`src/design/dfxa_pkg.sv`:
```
// Shared constants and types for the decimal fixed-point ALU.
package dfxa_pkg;

   localparam int FRAC_DIGITS = 12;
   localparam int CELL_COUNT  = 64;

   // Powers of ten up to the largest supported fraction width.
   localparam logic [63:0] POW10_TABLE [0:18] = '{
      64'd1, 64'd10, 64'd100, 64'd1000, 64'd10000, 64'd100000,
      64'd1000000, 64'd10000000, 64'd100000000, 64'd1000000000,
      64'd10000000000, 64'd100000000000, 64'd1000000000000,
      64'd10000000000000, 64'd100000000000000, 64'd1000000000000000,
      64'd10000000000000000, 64'd100000000000000000,
      64'd1000000000000000000
   };

   localparam logic [63:0] SCALE = POW10_TABLE[FRAC_DIGITS];

   localparam logic [1:0] CMD_MUL    = 2'd0;
   localparam logic [1:0] CMD_DIV    = 2'd1;
   localparam logic [1:0] CMD_RSTEP  = 2'd2;
   localparam logic [1:0] CMD_RPLACE = 2'd3;

   localparam logic [1:0] STAT_OK   = 2'd0;
   localparam logic [1:0] STAT_DIV0 = 2'd1;
   localparam logic [1:0] STAT_OVF  = 2'd2;

   // Sideband that rides along with each transaction.
   typedef struct packed {
      logic        valid;
      logic        neg;
      logic        zdiv;
      logic        rnd;
      logic        ovf;
   } side_type;

   // State held by one divider cell.
   typedef struct packed {
      side_type    side;
      logic [63:0] d;
      logic [63:0] rem;
      logic [63:0] nq;   // numerator bits still to shift in, quotient bits behind
   } cell_type;

endpackage

```
`src/design/dfxa_div_cell.sv`:
```
// One restoring-division cell: retires one quotient bit per transaction.
module dfxa_div_cell
   import dfxa_pkg::*;
(
   input  logic     clock,
   input  logic     reset,
   input  logic     enable,
   input  cell_type cell_i,
   output cell_type cell_o
);

   cell_type    cell_ff;
   cell_type    cell_in;
   logic [64:0] trial;
   logic        ge;

   assign trial = {cell_i.rem, cell_i.nq[63]};
   assign ge    = trial >= {1'b0, cell_i.d};

   always_comb begin
      cell_in      = cell_i;
      cell_in.rem  = ge ? 64'(trial - {1'b0, cell_i.d}) : trial[63:0];
      cell_in.nq   = {cell_i.nq[62:0], ge};
   end

   always_ff @(posedge clock) begin
      if (reset) begin
         cell_ff.side.valid <= 1'b0;
      end else if (enable) begin
         cell_ff.side.valid <= cell_in.side.valid;
      end
      if (enable) begin
         cell_ff.side.neg  <= cell_in.side.neg;
         cell_ff.side.zdiv <= cell_in.side.zdiv;
         cell_ff.side.rnd  <= cell_in.side.rnd;
         cell_ff.side.ovf  <= cell_in.side.ovf;
         cell_ff.d         <= cell_in.d;
         cell_ff.rem       <= cell_in.rem;
         cell_ff.nq        <= cell_in.nq;
      end
   end

   assign cell_o = cell_ff;

endmodule

```
`config.mk`:
```
export PLATFORM = sky130hd
export DESIGN_NAME = dfxa_div_cell
export DESIGN_NICKNAME = d
export VERILOG_FILES = /design/src/design/dfxa_pkg.sv /design/src/design/dfxa_div_cell.sv
export SDC_FILE = /design/constraint.sdc
export NUM_CORES = 1
export LEC_CHECK = 0
export ABC_AREA = 1
export BUFFER_PORTS_ARGS = -buffer_cell sky130_fd_sc_hd__buf_2
export CORE_MARGIN = 1.5
export CORE_UTILIZATION = 38
export CTS_CLUSTER_DIAMETER = 150
export CTS_CLUSTER_SIZE = 14
export DETAILED_ROUTE_END_ITERATION = 8
export PLACE_DENSITY = 0.7
export SLEW_MARGIN = 20
export SYNTH_ARGS = -nofsm -noshare
export SYNTH_HDL_FRONTEND = slang
export SYNTH_SLANG_ARGS = --single-unit
```
`constraint.sdc`:
```
create_clock -name clock -period 4.45 [get_ports clock]
set_clock_uncertainty 0.2 [all_clocks]
set_input_delay 0.89 -clock clock [delete_from_list [all_inputs] [get_ports clock]]
set_output_delay 0.89 -clock clock [all_outputs]
set_load 0.02 [all_outputs]
```
## Word level (Yosys, flattened, before mapping)

Index checks and enable logic that the tools add are counted.

| cells by class | value |
|---|---|
| muxes and demuxes | 1 |
| add/sub/neg operators | 1 |
| magnitude comparators | 1 |

Operators by type and width:

| cell | number |
|---|---|
| $ge A65 B64 Y1 | 1 |
| $mux W64 | 1 |
| $sub A64 B64 Y64 | 1 |

| word-level totals | value |
|---|---|
| flip-flop bits (word level) | 197 |

## Logic depth before layout (Yosys ltp)

| depth | value |
|---|---|
| word-level depth | 2 |
| depth in mapped cells | 18 |

## Worst setup path after synthesis

OpenSTA, ideal clock, no wires.

| path | value |
|---|---|
| path type | input to register |
| from | input cell_i[184] (netlist name) |
| to | register cell_ff (netlist bit cell_o[67]) (data pin) |
| stages on the path | 14 |
| library setup time | 0.253 ns |
| setup slack | 1.550 ns |
| required time | 3.997 ns |
| arrival time | 2.447 ns |
| buffers on the path | 2 |
| cell sequence | inv_1 ha_1 nand2_1 inv_1 a21oi_2 inv_1 o21ai_1 nand3_2 nor2_4 nand2_4 buf_12 buf_12 nand2_2 nand2_1 |

RTL lines:

| item | line | source |
|---|---|---|
| from (decl) | dfxa_div_cell.sv:8 | `input cell_type cell_i,` |
| to (decl) | dfxa_div_cell.sv:12 | `cell_type cell_ff;` |

==> summary.txt <==
Run status
  – Status: completed

Critical path
  – Most used cell, CP: nand2_1
  – CP endpoint kind: register
  – Crit Path Class: in -> reg
  – WP buf/inv: 4
  – Cell Chain, Critical Path: buf_2, inv_1, ha_1, nand2_1, nand2_1, nand2_1, nand2_1, inv_2, nand3_2, nand2_1, nand2_2, nand2_2, nand2_2, nand2_4, buf_4, nand3_1, nand2_1
  – Critical-path top delay cell: buf_4
  – CP top delay family: simple AND/OR/NAND/NOR gates
  – Worst Path Max Fanout: 62
  – Worst stage delay on the critical path: ~0.56 ns
  – Crit path launch type: input pin
  – CP arrival: 3.39 ns
  – Required @ worst endpoint: ~4.6 ns

Global route
  – Largest net degree at the start of global routing: 86
  – Total track usage: 0.257
  – First-pass GRT wire length: about 69000 µm
  – Overflow after GRT: 0
  – Initial antenna violation count: 1
  – Via count of the first global-routing pass: between 10000 and 15000

Drt
  – DRC: 0
  – Post-DR wirelength/cell: 17.4 µm
  – DR pass1 iterations: 5
  – WL final: roughly 46000 µm
  – Routed Antenna Nets: 0
  – Vias per std cell: 4.64
  – DRT iter0 DRCs: roughly 790
  – DR vias: between 10000 and 15000

Clocking
  – H-Tree Level Count: 4
  – CTS tree: yes
  – CTS Buf Count: 17
  – Post-CTS setup buffers: 0
  – Hold_buf cts: 0
  – Clock root buffer: clkbuf_16
  – Max Root-Sink Buffers: 2
  – Worst skew pair latency: 0.46 ns
  – Clock-pin transition on the worst setup and hold timing paths: approximately 0.080 ns
  – Sink Count: just under 200
  – PostCTS Resize Cnt: 0

STA
  – Fmax: 306 MHz
  – Min cycle time layout: 3.27 ns
  – Final hold violations: 0
  – Hold slack: 0.321 ns
  – Period utilisation layout: 0.735
  – Worst rel slew slack: 0.485
  – Slew Limit Fails: 0
  – Setup ws final: 1.18 ns
  – Slew @ Worst Pin: 0.772 ns
  – TNS Setup: 0 ns
  – # setup viols final: 0
  – Unrepaired setup endpoints after global routing: false

Floorplan
  – Chip height: 190 µm
  – Area of the die: ~0.036 mm²
  – Core Box Area: 0.0345 mm²
  – Initial Util: 0.385
  – Io pins: 397
  – Chip width: 190 µm
  – Row cnt: 68

Synth
  – YS warnings: 0
  – Complex-gate fraction of the synthesized area: 0.0210
  – Syn avg cell area: 7.46 µm²
  – Synth cell types: 35
  – Dominant combinational cell family by area after synthesis: simple AND/OR/NAND/NOR gates
  – Syn_nets: 2043
  – Synth Cell Area: ~0.013 mm²
  – Synth Area in Adders: 0.0619
  – Ys async rst share: 0
  – XOR/XNOR Fraction of Synth Area: 0.0205
  – Multiplexer share of the synthesized area: 0.000755
  – Area leader, netlist: edfxtp_1
  – Simple-gate portion of the synthesized area: 0.327
  – Sequential area share after synthesis: 0.445
  – Share of the synthesized area in the top cell type: 0.444
  – Area contributors post-synth: edfxtp_1, nand2_1, inv_1, ha_1, nand3_1
  – Post-synth EDFFs: around 200
  – Syn Inst Count: 1778
  – Seq cells post-synth: 197
  – Ys flop type: edfxtp_1
  – Synth cell count leaders: nand2_1, inv_1, edfxtp_1
  – Top-count cell post-synth: nand2_1

Run
  – # Max-Cap Violations: 0

Final layout
  – Post-Layout Cell Count: 2651
  – Core Util, Final: 0.475
  – Share of layout cells above drive strength 1: 0.243
  – Fillers: 3591
  – Number of flip-flops in the largest register: 197
  – Nets: about 2400
  – Synth-to-layout area growth: 23.4%

Place
  – PortBufs: 396
  – Final GP Congestion: a little over 0.9
  – Post-place setup slack: 0.720 ns
  – Hpwl dp: 38500 µm
  – Dpl cells: 2618

Pwr
  – Pwr dens: around 340 mW/mm²
  – Pleak: 8.87 nW
  – VDD IR max: 0.000273 V

Min path
  – Min-delay worst type: reg -> reg
==> final cells by class <==
cell class / instances / area (µm²) / share of cell area
Inverter: 399 / 1500 / 0.0915
Sequential cell: 197 / 5910 / 0.361
Clock inverter: 15 / 178 / 0.0109
Clock buffer: 17 / 425 / 0.0260
Timing Repair Buffer: 404 / 2080 / 0.127
Tap cell: 455 / 569 / 0.0348
Multi-Input combinational cell: 1163 / 5720 / 0.349
Antenna cell: 1 / 2.50 / 0.000153
==> final timing paths <==
kind	end	from	slack, ns	depth (start not counted)
setup / recovery	cell_o[92]	cell_i[134]	1.18	17
hold / removal	cell_o[196]	cell_o[196]	0.32	2
setup reg to reg	cell_o[196]	cell_o[196]	3.65	2
hold reg to reg	cell_o[196]	cell_o[196]	0.32	2
==> cells by family after synthesis <==
group / after synthesis
multiplexers: 1
flip-flops: 197
buffers and inverters: 418
AO/OA/AOI/OAI: 53
adder cells (fa/ha/maj): 65
XOR/XNOR: 31
AND/OR/NAND/NOR: 1013
==> worst register-to-register path: stages, from the launching register on <==
cell and delay [ns]:
dfxtp_1 0.32, mux2i_1 0.12, nor2_1 0.06
==> layout by cell type (no fill, tap or decap), drive strengths merged, types with 16 or more instances in the layout <==
cell type and count:
a21oi 45, buf 403, clkbuf 18, edfxtp 196, ha 64, inv 405, nand2 702, nand3 144
nand3b 16, nor2 123, xor2 30
==> power by group <==
part | total (mW) | internal [mW] | switching, mW
registers | 2.33 | 2.27 | 0.0552
logic | 1.62 | 0.509 | 1.11
clock network | 1.61 | 0.808 | 0.800
total | 5.56 | 3.59 | 1.97
==> per-stage QoR <==
stage	instance area, µm²	total power [mW]
after floorplan	13300	3.37
final	16400	5.56
after global routing	16400	5.83
after detailed placement	15800	4.00
after CTS	16400	5.60
after global placement	15800	3.99
==> routing by layer <==
layer / track usage / vias to the layer above / wire length, µm
met1: 0.345 / 5597 / 21300
met5: 0 / - / 0
met2: 0.434 / 373 / 21700
li1: - / 6297 / -
met3: 0.0319 / 31 / 2290
met4: 0.0723 / 0 / 872
Power figures use the tool's default switching activity.
